File: config.mk
export PLATFORM = sky130hd
export DESIGN_NAME = shunt_sensor_can_client_flat
export DESIGN_NICKNAME = d
export VERILOG_FILES = /design/src/rtl/core/scc_pkg.sv /design/src/rtl/core/scc_if.sv /design/src/rtl/core/scc_front.sv /design/src/rtl/core/scc_queue.sv /design/src/rtl/core/scc_back.sv /design/src/rtl/core/shunt_sensor_can_client.sv /design/src/flat_wrapper.sv
export SDC_FILE = /design/constraint.sdc
export NUM_CORES = 1
export LEC_CHECK = 0
export BUFFER_PORTS_ARGS = -buffer_cell sky130_fd_sc_hd__buf_2
export CAP_MARGIN = 20
export CELL_PAD_IN_SITES_DETAIL_PLACEMENT = 1
export CELL_PAD_IN_SITES_GLOBAL_PLACEMENT = 2
export CORE_MARGIN = 3
export CORE_UTILIZATION = 42
export CTS_BUF_LIST = sky130_fd_sc_hd__clkbuf_4 sky130_fd_sc_hd__clkbuf_8 sky130_fd_sc_hd__clkbuf_16
export CTS_CLUSTER_DIAMETER = 120
export DETAILED_ROUTE_END_ITERATION = 10
export GPL_TIMING_DRIVEN = 0
export PLACE_DENSITY = 0.77
export REMOVE_ABC_BUFFERS = 1
export SKIP_CTS_REPAIR_TIMING = 1
export SLEW_MARGIN = 20
export SYNTH_ARGS = -nofsm -noshare
export SYNTH_HDL_FRONTEND = slang
export SYNTH_SLANG_ARGS = --single-unit
File: constraint.sdc
create_clock -name clock -period 11.8 [get_ports clock]
set_clock_uncertainty 0.1 [all_clocks]
set_input_delay 1.18 -clock clock [delete_from_list [all_inputs] [get_ports clock]]
set_output_delay 1.18 -clock clock [all_outputs]
set_load 0.01 [all_outputs]
File: src/rtl/core/scc_pkg.sv
// Package for the shunt sensor CAN client: codes, command words and the
// job record passed from the front end to the result sequencer.
// No dependencies.
`timescale 1ns / 1ps

package scc_pkg;

   localparam int NUM_CHANNELS = 8;
   localparam int CHAN_CNT_W   = 4;
   localparam int ID_W         = 11;
   localparam int WORD_W       = 32;
   localparam int MAX_CMDS     = 3;
   localparam int CMD_CNT_W    = 2;
   localparam int QUEUE_DEPTH  = 2;
   localparam int QUEUE_PTR_W  = $clog2(QUEUE_DEPTH);
   localparam int QUEUE_CNT_W  = $clog2(QUEUE_DEPTH + 1);

   localparam logic [WORD_W-1:0] CMD_STOP      = 32'h0000_0034;
   localparam logic [WORD_W-1:0] CMD_START     = 32'h0000_0134;
   localparam logic [WORD_W-1:0] CMD_RESET     = 32'h0000_0030;
   localparam logic [WORD_W-1:0] CMD_CHG_IN    = 32'h0000_0243;
   localparam logic [WORD_W-1:0] CMD_CHG_OUT   = 32'h0000_0343;
   localparam logic [WORD_W-1:0] CMD_CHAN_BASE = 32'h6400_4020;
   localparam logic [WORD_W-1:0] CMD_CYCLIC    = 32'h0000_0200;

   localparam logic [ID_W-1:0] RESET_REPLY_ID   = 11'd1297;
   localparam logic [ID_W-1:0] RESET_CURRENT_ID = 11'd1313;
   localparam logic [ID_W-1:0] RESET_VOLTAGE_ID = 11'd1314;
   localparam logic [ID_W-1:0] RESET_POWER_ID   = 11'd1318;

   typedef enum logic [1:0] {
      MODE_FRAME      = 2'd0,
      MODE_REQ_CHARGE = 2'd1,
      MODE_RESET_CNT  = 2'd2,
      MODE_INIT       = 2'd3
   } mode_type;

   typedef enum logic [1:0] {
      PH_INIT     = 2'd0,
      PH_OPERATE  = 2'd1,
      PH_REQ_OUT  = 2'd2,
      PH_READ_OUT = 2'd3
   } phase_type;

   typedef enum logic [1:0] {
      REG_REPLY_ID   = 2'd0,
      REG_CURRENT_ID = 2'd1,
      REG_VOLTAGE_ID = 2'd2,
      REG_POWER_ID   = 2'd3
   } csr_index_type;

   typedef struct packed {
      phase_type                 phase;
      logic signed [WORD_W-1:0]  current_ma;
      logic signed [WORD_W-1:0]  voltage_mv;
      logic signed [WORD_W-1:0]  power_w;
      logic        [WORD_W-1:0]  charge_in;
      logic        [WORD_W-1:0]  charge_out;
   } status_type;

   typedef struct packed {
      logic [MAX_CMDS-1:0][WORD_W-1:0] cmd;
      logic [CMD_CNT_W-1:0]            n_cmd;
      status_type                      status;
   } job_type;

   function automatic logic [WORD_W-1:0] swap_bytes(input logic [WORD_W-1:0] v);
      return {v[7:0], v[15:8], v[23:16], v[31:24]};
   endfunction

endpackage

File: src/rtl/core/scc_if.sv
// Channel interfaces for the shunt sensor CAN client: request and response.
// Depends on scc_pkg.
`timescale 1ns / 1ps

interface scc_req_if;
   import scc_pkg::*;
   logic              valid;
   logic              ready;
   logic [1:0]        mode;
   logic [ID_W-1:0]   msg_id;
   logic [WORD_W-1:0] data_low;
   logic [WORD_W-1:0] data_high;

   modport source (output valid, mode, msg_id, data_low, data_high, input ready);
   modport sink   (input valid, mode, msg_id, data_low, data_high, output ready);
endinterface

interface scc_rsp_if;
   import scc_pkg::*;
   logic                     valid;
   logic                     ready;
   logic                     send_valid;
   logic        [WORD_W-1:0] send_word;
   logic                     last;
   logic        [1:0]        phase;
   logic signed [WORD_W-1:0] current_ma;
   logic signed [WORD_W-1:0] voltage_mv;
   logic signed [WORD_W-1:0] power_w;
   logic        [WORD_W-1:0] charge_in;
   logic        [WORD_W-1:0] charge_out;

   modport source (output valid, send_valid, send_word, last, phase, current_ma,
                   voltage_mv, power_w, charge_in, charge_out, input ready);
   modport sink   (input valid, send_valid, send_word, last, phase, current_ma,
                   voltage_mv, power_w, charge_in, charge_out, output ready);
endinterface

File: src/rtl/core/scc_front.sv
// Front end: takes requests, holds the ID registers and the sensor state,
// and builds one job (command list plus status) per request.
// Depends on scc_pkg and scc_if.
`timescale 1ns / 1ps

module scc_front import scc_pkg::*; (
   input  logic              clock,
   input  logic              reset,
   scc_req_if.sink           req,
   input  logic              csr_write_en,
   input  logic [1:0]        csr_index,
   input  logic [ID_W-1:0]   csr_wdata,
   input  logic              queue_full,
   output logic              job_push,
   output job_type           job
);

   logic [ID_W-1:0]       reply_id_ff, current_id_ff, voltage_id_ff, power_id_ff;
   phase_type             phase_ff, phase_in;
   logic [CHAN_CNT_W-1:0] chan_ff, chan_in;
   logic [WORD_W-1:0]     current_ff, current_in, voltage_ff, voltage_in;
   logic [WORD_W-1:0]     power_ff, power_in, chg_in_ff, chg_in_in;
   logic [WORD_W-1:0]     chg_out_ff, chg_out_in;
   logic                  req_fire;

   assign req.ready = !queue_full;
   assign req_fire  = req.valid && req.ready;
   assign job_push  = req_fire;

   always_ff @(posedge clock) begin
      if (reset) begin
         reply_id_ff   <= RESET_REPLY_ID;
         current_id_ff <= RESET_CURRENT_ID;
         voltage_id_ff <= RESET_VOLTAGE_ID;
         power_id_ff   <= RESET_POWER_ID;
      end else if (csr_write_en) begin
         case (csr_index_type'(csr_index))
            REG_REPLY_ID:   reply_id_ff   <= csr_wdata;
            REG_CURRENT_ID: current_id_ff <= csr_wdata;
            REG_VOLTAGE_ID: voltage_id_ff <= csr_wdata;
            REG_POWER_ID:   power_id_ff   <= csr_wdata;
            default:        reply_id_ff   <= reply_id_ff;
         endcase
      end
   end

   always_ff @(posedge clock) begin
      if (reset) begin
         phase_ff   <= PH_INIT;
         chan_ff    <= '0;
         current_ff <= '0;
         voltage_ff <= '0;
         power_ff   <= '0;
         chg_in_ff  <= '0;
         chg_out_ff <= '0;
      end else if (req_fire) begin
         phase_ff   <= phase_in;
         chan_ff    <= chan_in;
         current_ff <= current_in;
         voltage_ff <= voltage_in;
         power_ff   <= power_in;
         chg_in_ff  <= chg_in_in;
         chg_out_ff <= chg_out_in;
      end
   end

   always_comb begin
      logic [WORD_W-1:0]    meas;
      logic [WORD_W-1:0]    chan_word;
      logic [CMD_CNT_W-1:0] n;

      phase_in   = phase_ff;
      chan_in    = chan_ff;
      current_in = current_ff;
      voltage_in = voltage_ff;
      power_in   = power_ff;
      chg_in_in  = chg_in_ff;
      chg_out_in = chg_out_ff;
      job.cmd    = '0;
      n          = '0;

      // measurement is frame bytes 2..5
      meas = {req.data_high[15:0], req.data_low[31:16]};
      chan_word = CMD_CHAN_BASE | {{(WORD_W-CHAN_CNT_W){1'b0}}, chan_ff};
      if (chan_ff == 4'd0 || chan_ff == 4'd1 || chan_ff == 4'd5) begin
         chan_word = chan_word | CMD_CYCLIC;
      end

      case (mode_type'(req.mode))
         MODE_FRAME: begin
            if (phase_ff == PH_INIT && chan_ff == '0) begin
               job.cmd[0] = CMD_STOP;
               n = 2'd1;
            end
            if (req.msg_id == reply_id_ff) begin
               case (phase_ff)
                  PH_INIT: begin
                     if (chan_ff < CHAN_CNT_W'(NUM_CHANNELS)) begin
                        job.cmd[n] = chan_word;
                        chan_in = chan_ff + 4'd1;
                     end else begin
                        job.cmd[n] = CMD_START;
                        phase_in = PH_OPERATE;
                     end
                     n = n + 2'd1;
                  end
                  PH_REQ_OUT: begin
                     chg_in_in  = swap_bytes(req.data_high);
                     job.cmd[n] = CMD_CHG_OUT;
                     n = n + 2'd1;
                     phase_in = PH_READ_OUT;
                  end
                  PH_READ_OUT: begin
                     chg_out_in = swap_bytes(req.data_high);
                     phase_in   = PH_OPERATE;
                  end
                  default: begin
                     phase_in = phase_ff;
                  end
               endcase
            end else if (req.msg_id == current_id_ff) begin
               current_in = meas;
            end else if (req.msg_id == voltage_id_ff) begin
               voltage_in = meas;
            end else if (req.msg_id == power_id_ff) begin
               power_in = meas;
            end
         end
         MODE_REQ_CHARGE: begin
            job.cmd[0] = CMD_CHG_IN;
            n = 2'd1;
            phase_in = PH_REQ_OUT;
         end
         MODE_RESET_CNT: begin
            job.cmd[0] = CMD_STOP;
            job.cmd[1] = CMD_RESET;
            job.cmd[2] = CMD_START;
            n = 2'd3;
         end
         default: begin
            phase_in = PH_INIT;
            chan_in  = '0;
         end
      endcase

      job.n_cmd             = n;
      job.status.phase      = phase_in;
      job.status.current_ma = current_in;
      job.status.voltage_mv = voltage_in;
      job.status.power_w    = power_in;
      job.status.charge_in  = chg_in_in;
      job.status.charge_out = chg_out_in;
   end

endmodule

File: src/rtl/core/scc_queue.sv
// Short job queue between the front end and the result sequencer.
// Depends on scc_pkg.
`timescale 1ns / 1ps

module scc_queue import scc_pkg::*; (
   input  logic    clock,
   input  logic    reset,
   input  logic    push,
   input  job_type push_data,
   output logic    full,
   input  logic    pop,
   output job_type pop_data,
   output logic    empty
);

   job_type                entry_ff [QUEUE_DEPTH];
   logic [QUEUE_PTR_W-1:0] wr_ptr_ff, rd_ptr_ff;
   logic [QUEUE_CNT_W-1:0] count_ff;

   assign full     = (count_ff == QUEUE_CNT_W'(QUEUE_DEPTH));
   assign empty    = (count_ff == '0);
   assign pop_data = entry_ff[rd_ptr_ff];

   always_ff @(posedge clock) begin
      if (push) begin
         entry_ff[wr_ptr_ff] <= push_data;
      end
   end

   always_ff @(posedge clock) begin
      if (reset) begin
         wr_ptr_ff <= '0;
         rd_ptr_ff <= '0;
         count_ff  <= '0;
      end else begin
         if (push) begin
            wr_ptr_ff <= (wr_ptr_ff == QUEUE_PTR_W'(QUEUE_DEPTH - 1)) ? '0 : wr_ptr_ff + 1'b1;
         end
         if (pop) begin
            rd_ptr_ff <= (rd_ptr_ff == QUEUE_PTR_W'(QUEUE_DEPTH - 1)) ? '0 : rd_ptr_ff + 1'b1;
         end
         case ({push, pop})
            2'b10:   count_ff <= count_ff + 1'b1;
            2'b01:   count_ff <= count_ff - 1'b1;
            default: count_ff <= count_ff;
         endcase
      end
   end

endmodule

File: src/rtl/core/scc_back.sv
// Result sequencer: walks the command list of the head job and drives one
// response per command (or one empty response) through an output register.
// Depends on scc_pkg and scc_if.
`timescale 1ns / 1ps

module scc_back import scc_pkg::*; (
   input  logic    clock,
   input  logic    reset,
   input  logic    queue_empty,
   input  job_type job,
   output logic    job_pop,
   scc_rsp_if.source rsp
);

   logic                 valid_ff;
   logic [CMD_CNT_W-1:0] idx_ff;
   logic                 send_valid_ff, last_ff;
   logic [WORD_W-1:0]    send_word_ff;
   status_type           status_ff;
   logic                 load, last_now;
   logic [WORD_W-1:0]    word_sel;

   assign load     = !queue_empty && (!valid_ff || rsp.ready);
   assign last_now = (job.n_cmd == '0) || (idx_ff == job.n_cmd - 2'd1);
   assign job_pop  = load && last_now;

   always_comb begin
      case (idx_ff)
         2'd0:    word_sel = job.cmd[0];
         2'd1:    word_sel = job.cmd[1];
         default: word_sel = job.cmd[2];
      endcase
   end

   always_ff @(posedge clock) begin
      if (reset) begin
         valid_ff <= 1'b0;
         idx_ff   <= '0;
      end else begin
         if (load) begin
            valid_ff <= 1'b1;
            idx_ff   <= last_now ? '0 : idx_ff + 2'd1;
         end else if (rsp.ready) begin
            valid_ff <= 1'b0;
         end
      end
   end

   always_ff @(posedge clock) begin
      if (load) begin
         send_valid_ff <= (job.n_cmd != '0);
         send_word_ff  <= (job.n_cmd != '0) ? word_sel : '0;
         last_ff       <= last_now;
         status_ff     <= job.status;
      end
   end

   assign rsp.valid      = valid_ff;
   assign rsp.send_valid = send_valid_ff;
   assign rsp.send_word  = send_word_ff;
   assign rsp.last       = last_ff;
   assign rsp.phase      = status_ff.phase;
   assign rsp.current_ma = status_ff.current_ma;
   assign rsp.voltage_mv = status_ff.voltage_mv;
   assign rsp.power_w    = status_ff.power_w;
   assign rsp.charge_in  = status_ff.charge_in;
   assign rsp.charge_out = status_ff.charge_out;

endmodule

File: src/rtl/core/shunt_sensor_can_client.sv
// Shunt sensor CAN client, top level.
// Requests pass through the queue; each gives max(1, command count) responses
// (1..3). Throughput: one request per cycle unless the queue is full; the
// sequencer emits one response per cycle unless held back by rsp.ready.
// Synchronous active-high reset: init phase, channel 0, values zero, default IDs.
`timescale 1ns / 1ps

module shunt_sensor_can_client import scc_pkg::*; (
   input  logic            clock,
   input  logic            reset,
   scc_req_if.sink         req_chan,
   scc_rsp_if.source       rsp_chan,
   input  logic            csr_write_en,
   input  logic [1:0]      csr_index,
   input  logic [ID_W-1:0] csr_wdata
);

   job_type push_job, head_job;
   logic    job_push, job_pop, queue_full, queue_empty;

   scc_front u_front (
      .clock        (clock),
      .reset        (reset),
      .req          (req_chan),
      .csr_write_en (csr_write_en),
      .csr_index    (csr_index),
      .csr_wdata    (csr_wdata),
      .queue_full   (queue_full),
      .job_push     (job_push),
      .job          (push_job)
   );

   scc_queue u_queue (
      .clock     (clock),
      .reset     (reset),
      .push      (job_push),
      .push_data (push_job),
      .full      (queue_full),
      .pop       (job_pop),
      .pop_data  (head_job),
      .empty     (queue_empty)
   );

   scc_back u_back (
      .clock       (clock),
      .reset       (reset),
      .queue_empty (queue_empty),
      .job         (head_job),
      .job_pop     (job_pop),
      .rsp         (rsp_chan)
   );

endmodule
File: src/flat_wrapper.sv
// flat-port wrapper written by rule: the top's interface ports become plain ports
module shunt_sensor_can_client_flat import scc_pkg::*;
  (clock, reset, csr_write_en, csr_index, csr_wdata, req_chan_valid, req_chan_mode, req_chan_msg_id, req_chan_data_low, req_chan_data_high, req_chan_ready, rsp_chan_valid, rsp_chan_send_valid, rsp_chan_send_word, rsp_chan_last, rsp_chan_phase, rsp_chan_current_ma, rsp_chan_voltage_mv, rsp_chan_power_w, rsp_chan_charge_in, rsp_chan_charge_out, rsp_chan_ready);
  scc_req_if req_chan_i ();
  scc_rsp_if rsp_chan_i ();
  input  logic clock;
  input  logic reset;
  input  logic csr_write_en;
  input  logic [1:0] csr_index;
  input  logic [ID_W-1:0] csr_wdata;
  input wire logic [$bits(req_chan_i.valid)-1:0] req_chan_valid;
  input wire logic [$bits(req_chan_i.mode)-1:0] req_chan_mode;
  input wire logic [$bits(req_chan_i.msg_id)-1:0] req_chan_msg_id;
  input wire logic [$bits(req_chan_i.data_low)-1:0] req_chan_data_low;
  input wire logic [$bits(req_chan_i.data_high)-1:0] req_chan_data_high;
  output wire logic [$bits(req_chan_i.ready)-1:0] req_chan_ready;
  output wire logic [$bits(rsp_chan_i.valid)-1:0] rsp_chan_valid;
  output wire logic [$bits(rsp_chan_i.send_valid)-1:0] rsp_chan_send_valid;
  output wire logic [$bits(rsp_chan_i.send_word)-1:0] rsp_chan_send_word;
  output wire logic [$bits(rsp_chan_i.last)-1:0] rsp_chan_last;
  output wire logic [$bits(rsp_chan_i.phase)-1:0] rsp_chan_phase;
  output wire logic [$bits(rsp_chan_i.current_ma)-1:0] rsp_chan_current_ma;
  output wire logic [$bits(rsp_chan_i.voltage_mv)-1:0] rsp_chan_voltage_mv;
  output wire logic [$bits(rsp_chan_i.power_w)-1:0] rsp_chan_power_w;
  output wire logic [$bits(rsp_chan_i.charge_in)-1:0] rsp_chan_charge_in;
  output wire logic [$bits(rsp_chan_i.charge_out)-1:0] rsp_chan_charge_out;
  input wire logic [$bits(rsp_chan_i.ready)-1:0] rsp_chan_ready;
  assign req_chan_i.valid = req_chan_valid;
  assign req_chan_i.mode = req_chan_mode;
  assign req_chan_i.msg_id = req_chan_msg_id;
  assign req_chan_i.data_low = req_chan_data_low;
  assign req_chan_i.data_high = req_chan_data_high;
  assign req_chan_ready = req_chan_i.ready;
  assign rsp_chan_valid = rsp_chan_i.valid;
  assign rsp_chan_send_valid = rsp_chan_i.send_valid;
  assign rsp_chan_send_word = rsp_chan_i.send_word;
  assign rsp_chan_last = rsp_chan_i.last;
  assign rsp_chan_phase = rsp_chan_i.phase;
  assign rsp_chan_current_ma = rsp_chan_i.current_ma;
  assign rsp_chan_voltage_mv = rsp_chan_i.voltage_mv;
  assign rsp_chan_power_w = rsp_chan_i.power_w;
  assign rsp_chan_charge_in = rsp_chan_i.charge_in;
  assign rsp_chan_charge_out = rsp_chan_i.charge_out;
  assign rsp_chan_i.ready = rsp_chan_ready;
  shunt_sensor_can_client u_core (.clock(clock), .reset(reset), .req_chan(req_chan_i), .rsp_chan(rsp_chan_i), .csr_write_en(csr_write_en), .csr_index(csr_index), .csr_wdata(csr_wdata));
endmodule
==> results.md <==
- Status: finished clean
- Post-synth EDFFs: about 540
- Arr. time, crit path: approximately 4000 ps
- CP top delay family: simple AND/OR/NAND/NOR gates
- Rel. slew slack: between 30% and 40%
- Iter 0 DRT Violations: between 900 and 1k
- Placement Cell Area: about 33,000 um^2
- Post-synth top area share: 54.5%
- Peak VDD IR: just over 200 uV
- Synth-to-layout area growth: 18.6%
- Slowest stage cell, crit path: nand3b_1
- Minimum clock period: roughly 3700 ps
- Final hold viol count: 0
- Initial antenna violation count: 4
- Worst Hold Class: reg2reg
- Final Core Density: 50.5%
- P_leak: ~0.013 uW
- DRC errors left: 0
- WS Path Type: in2reg
- Vias in the first global route: 18.8k
- Finished Cell Area: about 36,000 um^2
- Buffers & Inverters on Critical Path: 2
- Vias per cell: roughly 5.2
- Max Clk Rate: ~0.27 GHz
- Rows: 97
- Most frequent cell after synthesis: edfxtp_1
- Setup TNS: 0 ps
- Die area: 74,600 um^2
- CP peak stage delay: between 500 and 600 ps
- CP required: 12,060 ps
- Net Sw Frac: ~27%
- Cell Count, Final, Fillers Out: between 3k and 4k
- Ports: around 290
- Post-synthesis sequential area ratio: a little under 70%
- Post-synth top area cell: edfxtp_1
- Max Used Layer: met5
- Die Wd: 273 um
- Post-Synthesis Cell Area: roughly 30,000 um^2
- Synthesis warning total: 0
- Final wirelength: 73,900 um
- Max Buffers Root-to-Sink: 3
- Flop and latch count out of synthesis: about 760
- Logic pwr share: 18.6%
- 1st-pass router iterations: 5
- Asr flop ratio synth: 0%
- Sink Count: 762
- Largest net degree at the start of global routing: ~110
- Clk slew on worst S/H paths: around 60 ps
- GPL Wtd Cong: between 0.7 and 0.8
- Fillcell total: ~6.9k
- Internal power: roughly 5700 uW
- Core Region: between 70,000 and 80,000 um^2
- Syn Area/Cell: roughly 15 um^2
- Synth top area cells: edfxtp_1 55%, dfxtp_1 15%, mux2_2 11%, nand2_1 2.9%, a21oi_1 2.4%
- Post-Synthesis Cells: slightly above 2k
- Clock latency at the later pin of the worst-skew pair: 620 ps
- CP endpoint kind: register
- Met1 wire length: approximately 31,000 um
- Cell Chain, Critical Path: buf_2 > xnor2_1 > nand3_1 > nor3_1 > nand3b_1 > nor2_4 > buf_16 > mux2_2
- Met2 wire length: 38,400 um
- Fin. max-slew vios: 0
- Unrepaired setup endpoints after global routing: false
- Layout cells sized above 1: 34.6%
- Sw Pwr: 2140 uW
- Gr usage total: about 20%
- Post-synthesis cell type count: 47
- Worst-Margin Slew: 1020 ps
- Port Buffer Count: ~260
- CTS buffer count: about 80
- Clk pwr share: 32.5%
- Tcrit/Tclk final: a little under a third
- Synth Flop Type: edfxtp_1
- Most common library cells after synthesis: 544 x edfxtp_1, 295 x mux2_2, 230 x nand2_1, 218 x dfxtp_1, 141 x a21oi_1
- Worst Setup Start Kind: input port
- DR WL met3: ~3100 um
- Final antenna-violating net count: 0
- Starting Density: 42.6%
- Htree depth: 3
- Pwr Density: about 220 nW/um^2
- Seq pwr share: between 40% and 50%
- Placed Instances: 3,173
- Critical path fanouts, max: 14
- Via Count: between 15k and 20k
- Wire per inst: 22.2 um
- Final setup fails: 0
- DP HPWL: 47,100 um
- GRT overflow: 0
- CTS tree: yes
- Fin nets: 2,423
- Die Span Y: 273 um
- MaxCap Viol Count: 0
- Clock root buffer: clkbuf_16
- First-pass GRT wire length: about 110,000 um
==> cells by family after synthesis <==
family / after synthesis / synth area share, %
buf+inv: 175 / 2.94
compound gates: 204 / 3.55
flops: 762 / 69.1
mux: 410 / 15.5
xor+xnor: 50 / 1.64
other cells: 1 / 0.0125
fa+ha+maj: 12 / 0.501
simple gates: 436 / 6.77
==> power by group through the flow <==
stage	registers [uW]	logic [uW]	clock network [uW]
3_3_place_gp	4140	1340	0
2_1_floorplan	4110	538	0
4_1_cts	3820	1490	2610
3_5_place_dp	3870	1480	0
5_1_grt	3860	1570	2720
6_report	3810	1450	2540
==> routing by layer <==
layer	vias up	track usage, %
met4	4	5.52
met5	-	0
li1	7919	-
met1	8840	24.5
met2	333	35.1
met3	92	3.21
==> flip-flops by register name, summed over array words and instances (netlist names), 2 cells and up, named ones only <==
register                      count
u_core.u_back.idx_ff              2
u_core.u_back.rsp.charge_in      32
u_core.u_back.rsp.charge_out     32
u_core.u_back.rsp.current_ma     32
u_core.u_back.rsp.phase           2
u_core.u_back.rsp.power_w        32
u_core.u_back.rsp.send_word      10
u_core.u_back.rsp.voltage_mv     32
u_core.u_front.chan_ff            4
u_core.u_front.chg_in_ff         32
u_core.u_front.chg_out_ff        32
u_core.u_front.current_ff        32
u_core.u_front.current_id_ff     11
u_core.u_front.phase_ff           2
u_core.u_front.power_ff          32
u_core.u_front.power_id_ff       11
u_core.u_front.reply_id_ff       11
u_core.u_front.voltage_ff        32
u_core.u_front.voltage_id_ff     11
u_core.u_queue.count_ff           2
u_core.u_queue.entry_ff         370
==> worst reg2reg max path: stages (launching register included) <==
cell and delay, ps:
dfxtp_1 320, xnor2_1 270, nand3_1 120, nor3_1 500, nand3b_1 590, nor2_4 590
buf_16 220, mux2_2 380
==> final timing paths <==
kind	cells after the start	slack, ps	from	endpoint
min reg2reg	2	350	u_core.u_front.chg_in_ff[9]	u_core.u_front.chg_in_ff[9]
max	8	8050	req_chan_msg_id[2]	u_core.u_queue.entry_ff[0][65]
max reg2reg	7	8460	u_core.u_front.power_id_ff[2]	u_core.u_queue.entry_ff[0][65]
min	2	350	u_core.u_front.chg_in_ff[9]	u_core.u_front.chg_in_ff[9]
==> per-stage QoR <==
step	setup slack [ps]	hold WS, ps	total power [uW]
floorplan	1730	328	4650
global placement	-5140	339	5480
detailed placement	7340	347	5360
CTS	8000	355	7930
global route	7920	370	8150
finish	8050	353	7800
==> cell type report <==
| cell class | count | area (um^2) | share of cell area, % |
|---|---|---|---|
| sequential | 762 | 20700 | 58.2 |
| clock buffer | 128 | 2500 | 7.04 |
| antenna | 2 | 5.00 | 0.0141 |
| tap | 940 | 1180 | 3.31 |
| timing repair buffer | 315 | 2350 | 6.61 |
| clock inverter | 21 | 204 | 0.574 |
| multi-input combinational | 1141 | 8550 | 24.0 |
| inverter | 15 | 63.8 | 0.179 |
==> cells in the final DEF, fill, tap and decap left out, types with 5 or more instances in the layout <==
cell       count
a21oi_1      141
a22oi_1       10
and3_1         8
buf_12         9
buf_16        22
buf_2        256
buf_4         14
buf_6          9
buf_8          5
clkbuf_16     82
clkbuf_4      29
clkbuf_8      17
clkinv_1       6
clkinv_2       6
conb_1        29
dfxtp_1      217
edfxtp_1     544
ha_1          12
inv_1         14
mux2_1        18
mux2_2       295
mux2_4        30
mux2i_1       67
nand2_1      228
nand2b_1       5
nand3_1       40
nand3b_1      18
nand4_1        5
nor2_1        85
nor3_1         6
o21ai_0       45
or2_2          5
xnor2_1       30
xnor2_2        7
xor2_1        13
Note: power is estimated with default switching activity, not from simulation.
